$ cat src/rtl/core/modinv_pkg.sv
// ----------------------------------------------------------------------------
// modinv_pkg
// Shared widths, payload types and controller/datapath command and status
// structs for the modular inverse block.
// ----------------------------------------------------------------------------
package modinv_pkg;

   localparam int DATA_W = 31;
   localparam int SHIFT_W = (DATA_W > 2) ? $clog2(DATA_W) : 1;

   typedef logic [DATA_W-1:0]  data_type;
   typedef logic [SHIFT_W-1:0] shift_type;

   typedef struct packed {
      logic load;
      logic up;
      logic down;
      logic mag;
      logic store;
   } dp_cmd_type;

   typedef struct packed {
      logic rc_zero;
      logic up_ok;
      logic k_zero;
   } dp_status_type;

endpackage

$ cat src/rtl/core/modinv_if.sv
// ----------------------------------------------------------------------------
// modinv_if
// Valid/ready channels for the request and response items of the block.
// ----------------------------------------------------------------------------
interface modinv_req_if;
   import modinv_pkg::*;

   logic     valid;
   logic     ready;
   data_type value;
   data_type modulus;

   modport source (output valid, output value, output modulus, input ready);
   modport sink   (input valid, input value, input modulus, output ready);
endinterface

interface modinv_rsp_if;
   import modinv_pkg::*;

   logic     valid;
   logic     ready;
   data_type inverse;
   logic     found;
   data_type gcd_value;

   modport source (output valid, output inverse, output found, output gcd_value,
                   input ready);
   modport sink   (input valid, input inverse, input found, input gcd_value,
                   output ready);
endinterface

$ cat src/rtl/core/modular_inverse_ext_euclid_top.sv
// one item in flight, the next one can be taken in the cycle after the previous response is stored
// each quotient bit passes through the align state and one shift-subtract step
// a finished response waits in the output register while the next item is taken
// synchronous active-high reset clears the sequencer and the response valid only
// ----------------------------------------------------------------------------
// modular_inverse_ext_euclid_top
// Modular inverse and gcd by the extended Euclidean algorithm, built as a
// sequencer driving a shift-subtract datapath.
// ----------------------------------------------------------------------------
module modular_inverse_ext_euclid_top (
   input  logic          clock,
   input  logic          reset,
   modinv_req_if.sink    req_chan,
   modinv_rsp_if.source  rsp_chan
);
   import modinv_pkg::*;

   dp_cmd_type    cmd;
   dp_status_type status;

   modinv_ctrl u_ctrl (
      .clock     (clock),
      .reset     (reset),
      .req_valid (req_chan.valid),
      .req_ready (req_chan.ready),
      .rsp_valid (rsp_chan.valid),
      .rsp_ready (rsp_chan.ready),
      .status    (status),
      .cmd       (cmd)
   );

   modinv_dp u_dp (
      .clock         (clock),
      .cmd           (cmd),
      .status        (status),
      .req_value     (req_chan.value),
      .req_modulus   (req_chan.modulus),
      .rsp_inverse   (rsp_chan.inverse),
      .rsp_found     (rsp_chan.found),
      .rsp_gcd_value (rsp_chan.gcd_value)
   );

   a_one_item: assert property (@(posedge clock) disable iff (reset)
      (req_chan.valid && req_chan.ready) |=> !req_chan.ready)
      else $error("item taken while busy");

   a_found_gcd: assert property (@(posedge clock) disable iff (reset)
      (rsp_chan.valid && rsp_chan.found) |-> (rsp_chan.gcd_value == data_type'(1)))
      else $error("found set with gcd not one");

   a_none_zero: assert property (@(posedge clock) disable iff (reset)
      (rsp_chan.valid && !rsp_chan.found) |-> (rsp_chan.inverse == '0))
      else $error("inverse not zero without found");

   a_cmd_single: assert property (@(posedge clock) disable iff (reset)
      $onehot0(cmd))
      else $error("more than one datapath command");

endmodule

$ cat src/rtl/core/modinv_ctrl.sv
// ----------------------------------------------------------------------------
// modinv_ctrl
// Sequencer for the extended Euclid rounds: divisor alignment, shift-subtract
// steps, final reduction and hand-off to the response register.
// ----------------------------------------------------------------------------
module modinv_ctrl (
   input  logic                      clock,
   input  logic                      reset,
   input  logic                      req_valid,
   output logic                      req_ready,
   output logic                      rsp_valid,
   input  logic                      rsp_ready,
   input  modinv_pkg::dp_status_type status,
   output modinv_pkg::dp_cmd_type    cmd
);
   import modinv_pkg::*;

   typedef enum logic [4:0] {
      S_IDLE = 5'b00001,
      S_UP   = 5'b00010,
      S_DOWN = 5'b00100,
      S_MAG  = 5'b01000,
      S_DONE = 5'b10000
   } state_type;

   state_type state_ff, state_in;
   logic      rsp_valid_ff, rsp_valid_in;
   logic      out_free;

   assign out_free  = !rsp_valid_ff || rsp_ready;
   assign req_ready = (state_ff == S_IDLE);
   assign rsp_valid = rsp_valid_ff;

   always_comb begin
      state_in = state_ff;
      cmd      = '0;
      case (state_ff)
         S_IDLE: begin
            if (req_valid) begin
               cmd.load = 1'b1;
               state_in = S_UP;
            end
         end
         S_UP: begin
            if (status.rc_zero) begin
               state_in = S_MAG;
            end else if (status.up_ok) begin
               cmd.up = 1'b1;
            end else begin
               state_in = S_DOWN;
            end
         end
         S_DOWN: begin
            cmd.down = 1'b1;
            if (status.k_zero) begin
               state_in = S_UP;
            end
         end
         S_MAG: begin
            cmd.mag  = 1'b1;
            state_in = S_DONE;
         end
         S_DONE: begin
            if (out_free) begin
               cmd.store = 1'b1;
               state_in  = S_IDLE;
            end
         end
         default: begin
            state_in = S_IDLE;
         end
      endcase
   end

   always_comb begin
      if (cmd.store) begin
         rsp_valid_in = 1'b1;
      end else if (rsp_ready) begin
         rsp_valid_in = 1'b0;
      end else begin
         rsp_valid_in = rsp_valid_ff;
      end
   end

   always_ff @(posedge clock) begin
      if (reset) begin
         state_ff     <= S_IDLE;
         rsp_valid_ff <= 1'b0;
      end else begin
         state_ff     <= state_in;
         rsp_valid_ff <= rsp_valid_in;
      end
   end

endmodule

$ cat src/rtl/core/modinv_dp.sv
// ----------------------------------------------------------------------------
// modinv_dp
// Remainder and coefficient registers with the shift-subtract unit that
// performs one quotient bit per cycle while shift-subtract is commanded, plus the response payload register.
// ----------------------------------------------------------------------------
module modinv_dp (
   input  logic                      clock,
   input  modinv_pkg::dp_cmd_type    cmd,
   output modinv_pkg::dp_status_type status,
   input  modinv_pkg::data_type      req_value,
   input  modinv_pkg::data_type      req_modulus,
   output modinv_pkg::data_type      rsp_inverse,
   output logic                      rsp_found,
   output modinv_pkg::data_type      rsp_gcd_value
);
   import modinv_pkg::*;

   data_type  rp_ff, rp_in;
   data_type  rc_ff, rc_in;
   data_type  sp_ff, sp_in;
   data_type  sc_ff, sc_in;
   data_type  d_ff, d_in;
   data_type  ds_ff, ds_in;
   data_type  m_ff, m_in;
   shift_type k_ff, k_in;
   logic      odd_ff, odd_in;
   data_type  inv_ff, inv_in;
   logic      found_ff, found_in;
   data_type  gcd_ff, gcd_in;

   logic      take;
   data_type  rp_sub;
   data_type  sp_add;
   logic      found_w;
   data_type  inv_w;

   // divisor copy fits once more if twice it still does not exceed the remainder
   assign status.up_ok   = ({d_ff, 1'b0} <= {1'b0, rp_ff});
   assign status.rc_zero = (rc_ff == '0);
   assign status.k_zero  = (k_ff == '0);

   assign take   = (d_ff <= rp_ff);
   assign rp_sub = take ? (rp_ff - d_ff) : rp_ff;
   assign sp_add = take ? (sp_ff + ds_ff) : sp_ff;

   assign found_w = (rp_ff == data_type'(1)) && (m_ff != '0);
   always_comb begin
      if (!found_w) begin
         inv_w = '0;
      end else if (odd_ff && (sp_ff != '0)) begin
         inv_w = m_ff - sp_ff;
      end else begin
         inv_w = sp_ff;
      end
   end

   always_comb begin
      rp_in    = rp_ff;
      rc_in    = rc_ff;
      sp_in    = sp_ff;
      sc_in    = sc_ff;
      d_in     = d_ff;
      ds_in    = ds_ff;
      m_in     = m_ff;
      k_in     = k_ff;
      odd_in   = odd_ff;
      inv_in   = inv_ff;
      found_in = found_ff;
      gcd_in   = gcd_ff;
      if (cmd.load) begin
         rp_in  = req_value;
         rc_in  = req_modulus;
         sp_in  = data_type'(1);
         sc_in  = '0;
         d_in   = req_modulus;
         ds_in  = '0;
         m_in   = req_modulus;
         k_in   = '0;
         odd_in = 1'b0;
      end
      if (cmd.up) begin
         d_in  = {d_ff[DATA_W-2:0], 1'b0};
         ds_in = {ds_ff[DATA_W-2:0], 1'b0};
         k_in  = k_ff + shift_type'(1);
      end
      if (cmd.down) begin
         if (k_ff == '0) begin
            // last quotient bit: rotate to the next round
            rp_in  = rc_ff;
            rc_in  = rp_sub;
            sp_in  = sc_ff;
            sc_in  = sp_add;
            d_in   = rp_sub;
            ds_in  = sp_add;
            odd_in = !odd_ff;
         end else begin
            rp_in = rp_sub;
            sp_in = sp_add;
            d_in  = {1'b0, d_ff[DATA_W-1:1]};
            ds_in = {1'b0, ds_ff[DATA_W-1:1]};
            k_in  = k_ff - shift_type'(1);
         end
      end
      if (cmd.mag) begin
         if (sp_ff >= m_ff) begin
            sp_in = sp_ff - m_ff;
         end
      end
      if (cmd.store) begin
         inv_in   = inv_w;
         found_in = found_w;
         gcd_in   = rp_ff;
      end
   end

   always_ff @(posedge clock) begin
      rp_ff    <= rp_in;
      rc_ff    <= rc_in;
      sp_ff    <= sp_in;
      sc_ff    <= sc_in;
      d_ff     <= d_in;
      ds_ff    <= ds_in;
      m_ff     <= m_in;
      k_ff     <= k_in;
      odd_ff   <= odd_in;
      inv_ff   <= inv_in;
      found_ff <= found_in;
      gcd_ff   <= gcd_in;
   end

   assign rsp_inverse   = inv_ff;
   assign rsp_found     = found_ff;
   assign rsp_gcd_value = gcd_ff;

endmodule
$ cat src/flat_wrapper.sv
// flat-port wrapper written by rule: the top's interface ports become plain ports
module modular_inverse_ext_euclid_top_flat import modinv_pkg::*;
  (clock, reset, req_chan_valid, req_chan_value, req_chan_modulus, req_chan_ready, rsp_chan_valid, rsp_chan_inverse, rsp_chan_found, rsp_chan_gcd_value, rsp_chan_ready);
  modinv_req_if req_chan_i ();
  modinv_rsp_if rsp_chan_i ();
  input  logic clock;
  input  logic reset;
  input wire logic [$bits(req_chan_i.valid)-1:0] req_chan_valid;
  input wire logic [$bits(req_chan_i.value)-1:0] req_chan_value;
  input wire logic [$bits(req_chan_i.modulus)-1:0] req_chan_modulus;
  output wire logic [$bits(req_chan_i.ready)-1:0] req_chan_ready;
  output wire logic [$bits(rsp_chan_i.valid)-1:0] rsp_chan_valid;
  output wire logic [$bits(rsp_chan_i.inverse)-1:0] rsp_chan_inverse;
  output wire logic [$bits(rsp_chan_i.found)-1:0] rsp_chan_found;
  output wire logic [$bits(rsp_chan_i.gcd_value)-1:0] rsp_chan_gcd_value;
  input wire logic [$bits(rsp_chan_i.ready)-1:0] rsp_chan_ready;
  assign req_chan_i.valid = req_chan_valid;
  assign req_chan_i.value = req_chan_value;
  assign req_chan_i.modulus = req_chan_modulus;
  assign req_chan_ready = req_chan_i.ready;
  assign rsp_chan_valid = rsp_chan_i.valid;
  assign rsp_chan_inverse = rsp_chan_i.inverse;
  assign rsp_chan_found = rsp_chan_i.found;
  assign rsp_chan_gcd_value = rsp_chan_i.gcd_value;
  assign rsp_chan_i.ready = rsp_chan_ready;
  modular_inverse_ext_euclid_top u_core (.clock(clock), .reset(reset), .req_chan(req_chan_i), .rsp_chan(rsp_chan_i));
endmodule
$ cat config.mk
export PLATFORM = sky130hd
export DESIGN_NAME = modular_inverse_ext_euclid_top_flat
export DESIGN_NICKNAME = d
export VERILOG_FILES = /design/src/rtl/core/modinv_pkg.sv /design/src/rtl/core/modinv_if.sv /design/src/rtl/core/modular_inverse_ext_euclid_top.sv /design/src/rtl/core/modinv_ctrl.sv /design/src/rtl/core/modinv_dp.sv /design/src/flat_wrapper.sv
export SDC_FILE = /design/constraint.sdc
export NUM_CORES = 1
export LEC_CHECK = 0
export BUFFER_PORTS_ARGS = -buffer_cell sky130_fd_sc_hd__buf_4
export CAP_MARGIN = 10
export CELL_PAD_IN_SITES_DETAIL_PLACEMENT = 1
export CELL_PAD_IN_SITES_GLOBAL_PLACEMENT = 1
export CORE_MARGIN = 1
export CORE_UTILIZATION = 43
export DETAILED_ROUTE_END_ITERATION = 10
export PLACE_DENSITY_LB_ADDON = 0.05
export SETUP_SLACK_MARGIN = 0.05
export SYNTH_ARGS = -nofsm -noshare
export SYNTH_HDL_FRONTEND = slang
export SYNTH_SLANG_ARGS = --single-unit
export TNS_END_PERCENT = 100
$ cat constraint.sdc
create_clock -name clock -period 4.2 [get_ports clock]
set_input_delay 0.84 -clock clock [delete_from_list [all_inputs] [get_ports clock]]
set_output_delay 0.84 -clock clock [all_outputs]
set_load 0.005 [all_outputs]
# == Word-level counts from Yosys, hierarchy flattened ==
# Cells that the tools add are included.
# totals
register_bits,292
input_bits,66
# op_classes
n_addsub,6
magnitude_cmp,3
eq_ne,10
mux,49
n_reduce_logical,13
# op_table
operator,n
31-bit two-way mux,25
31-bit subtractor,3
31-bit nonzero test,2
5-bit two-way mux,9
32-bit by 31-bit less-or-equal comparator with 1-bit output,1
31-bit adder,1
"31-bit by 1-bit equality test with 1-bit output, second input constant",1
31-bit greater-or-equal comparator,1
31-bit less-or-equal comparator,1
31-bit logical NOT,1
5-bit case mux with 5 select lines,1
1-bit two-way mux,14
"5-bit by 1-bit adder with 5-bit output, second input constant",1
"5-bit by 1-bit equality test with 1-bit output, second input constant",1
"5-bit by 2-bit equality test with 1-bit output, second input constant",1
"5-bit by 3-bit equality test with 1-bit output, second input constant",1
"5-bit by 4-bit equality test with 1-bit output, second input constant",1
"5-bit equality test, second input constant",1
5-bit logical NOT,1
"5-bit by 1-bit subtractor with 5-bit output, second input constant",1
"2-bit != test, second input constant",2
4-bit AND reduction,1
2-bit nonzero test,2
"3-bit by 2-bit != test with 1-bit output, second input constant",1
5 further kinds,7

# == Logic depth before layout (Yosys ltp) ==
# logic_depth
word_depth,7
depth_mapped,15
mapped_depth_nobuf,13

# == By module ==
# A second synthesis with hierarchy kept.
# hier_totals
hier_cells,2288
hier_area_um2,20479.6
# by_module_without_submodules
module,n_inst,cells_each,area_per_inst_um2,seq_area_each_um2
modinv_dp,1,2248,20138.1,7597.3
modinv_ctrl,1,40,341.6,120.1

# == Worst setup path before layout ==
# OpenSTA, ideal clock, no wires.
# synth_timing
kind,input port to flip-flop
start,input rsp_chan_ready
end,"register u_core.u_dp.found_ff, in the netlist u_core.u_dp.rsp_found, enable pin"
arrival_time_ns,3.783
slack_ns,-0.074
cell_stages,2
path_cell_list,nand2b_1 nor2b_1
# synth_rtl
item,line_no,text
from (decl),flat_wrapper.sv:16,input wire logic [$bits(rsp_chan_i.ready)-1:0] rsp_chan_ready;
to (signal assigned),modinv_dp.sv:127,found_ff <= found_in;
to (decl),modinv_dp.sv:28,"logic found_ff, found_in;"

# == Worst setup path in the final report ==
# layout_timing
start,register u_core.u_dp.rc_ff[27]
end,register u_core.u_dp.d_ff[10] (data pin)
# layout_between
elab_chain_cells,5
# layout_rtl
item,line_no,text
from (decl),modinv_dp.sv:19,"data_type rc_ff, rc_in;"
from (signal assigned),modinv_dp.sv:118,rc_ff <= rc_in;
31-bit logical NOT,modinv_dp.sv:39,assign status.rc_zero = (rc_ff == '0);
1-bit two-way mux,modinv_ctrl.sv:45,if (status.rc_zero) begin
1-bit two-way mux,modinv_ctrl.sv:37,case (state_ff)
31-bit two-way mux,modinv_dp.sv:81,if (cmd.up) begin
31-bit two-way mux,modinv_dp.sv:86,if (cmd.down) begin
net u_core.u_dp.d_in[10],modinv_dp.sv:22,"data_type d_ff, d_in;"
to (signal assigned),modinv_dp.sv:121,d_ff <= d_in;
to (decl),modinv_dp.sv:22,
# The timed path passes the listed nets, and every way through them passes these cells.
# A chain may end at the register's enable or synchronous reset.

==> summary.txt <==
Final min period - 4.06 ns
final WL - 81.0 mm
slowest CP cell - nor2_4
Internal - 0.00668 W
dpl ws - -0.0828 ns
failing checks - DRC
syn_nets - 2545
placed instance area - 22200 um^2
Core Box Area - 46700 um^2
total gr overflow - 0
Tot GR Track Use - 0.334
wl on met1 - 35.3 mm
TritonCTS clock tree - built
syn_area_per_cell - 8.80 um^2
YS warnings - 0
Fin. Hold Viols - 0
worst min-delay path category - register to register
max cap viols - 0
CTS sink count - 292
Via density - 6.25
FF-to-FF setup slack - 0.14 ns
PostCTS Resize Cnt - 1
fin util - 0.502
unrepaired setup endpoints after global routing - no
Leak - 9.97 nW
Post-synth EDFFs - 187
wire per inst - 26.5 um
Post-synth ARST share - 0
Comb power frac - 0.345
commonest non-fill, non-tap cells in the layout - 224 x nand2_1, 224 x a21oi_1, 187 x edfxtp_1
Synth-to-Final Area Change - 14.6%
period utilization - 0.968
CP Class - register to register
CP required - 4.61 ns
I/O Pins - 131
top sig layer - met4
Longest Clk Path Bufs - 3
outcome - complete, but fails checks
area occupied by registers - 7720 um^2
remaining antenna violation count - 0
crit path cell chain - or4_1 > nor4_2 > nand3_1 > nor3_1 > nor2_1 > o21a_2 > nor2_4 > a22oi_1 > o211ai_1
die height - 220 um
GPL Wtd Cong - 0.920
area occupied by multi-input gates - 11700 um^2
Final Cell Area - 23400 um^2
initial antenna violation count - 1
met3 wire len - 3.55 mm
# setup viols final - 0
via count - 19100
largest net degree at the start of global routing - 65
Initial Utilization - 0.438
worst stage delay on the critical path - 0.79 ns
Fill cells - 5466
share of cells above drive strength 1 - 0.122
Die ar. - 48400 um^2
PwrDens - 471 nW/um^2
Post-DP HPWL - 60.1 mm
slew margin rel. - 0.301
Skew-Pair Late Insertion Delay - 0.58 ns
Post-Synthesis Cells - 2321
Mapped Area - 20400 um^2
f_max - 0.246 GHz
CTS Buf Count - 38
total setup buffers inserted after CTS - 0
IR drop worst, VDD - 0.365 mV
Sw Ratio - 0.393
Worst-Margin Slew - 1.05 ns
Yosys reg bits - 292
register area share after synthesis - 0.378
count of cell types in the netlist - 86
Clk pin slew, worst setup/hold paths - 0.06 ns
Net count, final - 2648
sequential power share - 0.357
clk root buf - clkbuf_16
CP max FO - 29
Ant. Diodes - 0
PortBufs - 130
final setup margin - 0.136 ns
DRC viols - 14
critical path arrival - 4.47 ns
first-pass GRT wire length - 122 mm
met2 wire length - 38.9 mm
Std-Cell Rows - 79
CP Capture Type - register
die width - 220 um
Final Skew - 0.0388 ns
initial drt markers - 1663
ys flop type - edfxtp_1
vias in the first global route - 19900
number of H-tree levels - 2
Clk pwr share - 0.298
crit start category - register
final slew viol count - 0
TNS Setup - 0 ns
hold buffers post-CTS - 0
Detailed Routing Iterations Pass 1 - 9
switching power - 0.00433 W
[flip-flops by register name (all words and copies together) (netlist names), 5 cells and up]
register,flops
u_core.u_dp.sc_ff,31
u_core.u_ctrl.state_ff,5
u_core.u_dp.d_ff,31
u_core.u_dp.m_ff,31
u_core.u_dp.ds_ff,31
u_core.u_dp.sp_ff,31
u_core.u_dp.rc_ff,31
u_core.u_dp.rsp_gcd_value,31
u_core.u_dp.k_ff,5
u_core.u_dp.rp_ff,31
u_core.u_dp.rsp_inverse,31
[logic make-up after synthesis]
logic type | count (synthesis) | share of synthesized area
flip-flops | 292 | 0.378
AND/OR/NAND/NOR | 651 | 0.149
adder cells (fa/ha/maj) | 158 | 0.0983
AO/OA/AOI/OAI | 803 | 0.258
multiplexers | 34 | 0.0167
buffers and inverters | 278 | 0.0556
XOR/XNOR | 105 | 0.0450
[power groups by stage]
stage               combinational, W  sequential [W]  clock [W]
global placement             0.00366         0.00395          0
finish                       0.00381         0.00393    0.00328
detailed placement           0.00373         0.00396          0
floorplan                    0.00258         0.00375          0
global route                 0.00411         0.00395    0.00343
CTS                          0.00376         0.00391    0.00334
[metrics by stage]
step | power (W) | std cells | hold WS [ns]
after floorplan | 0.00632 | 2321 | 0.414
after global placement | 0.00761 | 2991 | 0.425
after detailed placement | 0.00769 | 2991 | 0.434
after CTS | 0.0110 | 3061 | 0.441
after global routing | 0.0115 | 3061 | 0.458
final | 0.0110 | 3061 | 0.446
[synthesized netlist by cell type, types with 13 or more instances]
| cell type | count | area share |
|---|---|---|
| a211oi_1 | 29 | 0.011 |
| nor4_1 | 32 | 0.0098 |
| dfxtp_1 | 105 | 0.10 |
| o21ai_0 | 139 | 0.034 |
| clkbuf_1 | 82 | 0.015 |
| a21oi_1 | 224 | 0.055 |
| mux2i_1 | 33 | 0.016 |
| a21o_1 | 118 | 0.043 |
| xor2_1 | 39 | 0.017 |
| and3_1 | 13 | 0.0040 |
| o21a_1 | 15 | 0.0055 |
| edfxtp_1 | 187 | 0.27 |
| nand3_1 | 39 | 0.0096 |
| nor2b_1 | 16 | 0.0049 |
| ha_1 | 154 | 0.094 |
| nor3_1 | 30 | 0.0074 |
| a31oi_1 | 23 | 0.0070 |
| nand4_1 | 31 | 0.0095 |
| nand2_1 | 225 | 0.041 |
| nor2_1 | 180 | 0.033 |
| xnor2_1 | 66 | 0.028 |
| o211ai_1 | 21 | 0.0077 |
| buf_2 | 25 | 0.0061 |
| a221o_1 | 37 | 0.018 |
| a22oi_1 | 32 | 0.012 |
| o21ai_1 | 51 | 0.012 |
| inv_1 | 149 | 0.027 |
| nand2b_1 | 24 | 0.0074 |
| a222oi_1 | 14 | 0.0069 |
[critical path: cells and delay by family (launching register included)]
family | cells | cell delay (ns)
and+or+nand+nor | 6 | 2.91
AOI/OAI and AO/OA | 3 | 0.63
DFF | 1 | 0.33
[final cells by class]
| cell class | instances | area share |
|---|---|---|
| clock inverter | 15 | 0.00529 |
| tap | 607 | 0.0324 |
| sequential | 292 | 0.330 |
| timing repair buffer | 190 | 0.0636 |
| clock buffer | 55 | 0.0472 |
| multi-input combinational | 1751 | 0.498 |
| inverter | 151 | 0.0242 |
[worst paths after layout]
path	start	to	depth (start not counted)
max	u_core.u_dp.rc_ff[27]	u_core.u_dp.d_ff[10]	9
min	u_core.u_dp.sc_ff[20]	u_core.u_dp.sc_ff[20]	2
max reg2reg	u_core.u_dp.rc_ff[27]	u_core.u_dp.d_ff[10]	9
min reg2reg	u_core.u_dp.sc_ff[20]	u_core.u_dp.sc_ff[20]	2
[metal layers]
layer / global-route usage / vias up
li1: - / 8754
met1: 0.432 / 9618
met2: 0.567 / 603
met3: 0.0311 / 156
met4: 0.139 / 0
met5: 0 / -
Note: power is estimated with default switching activity, not from simulation.
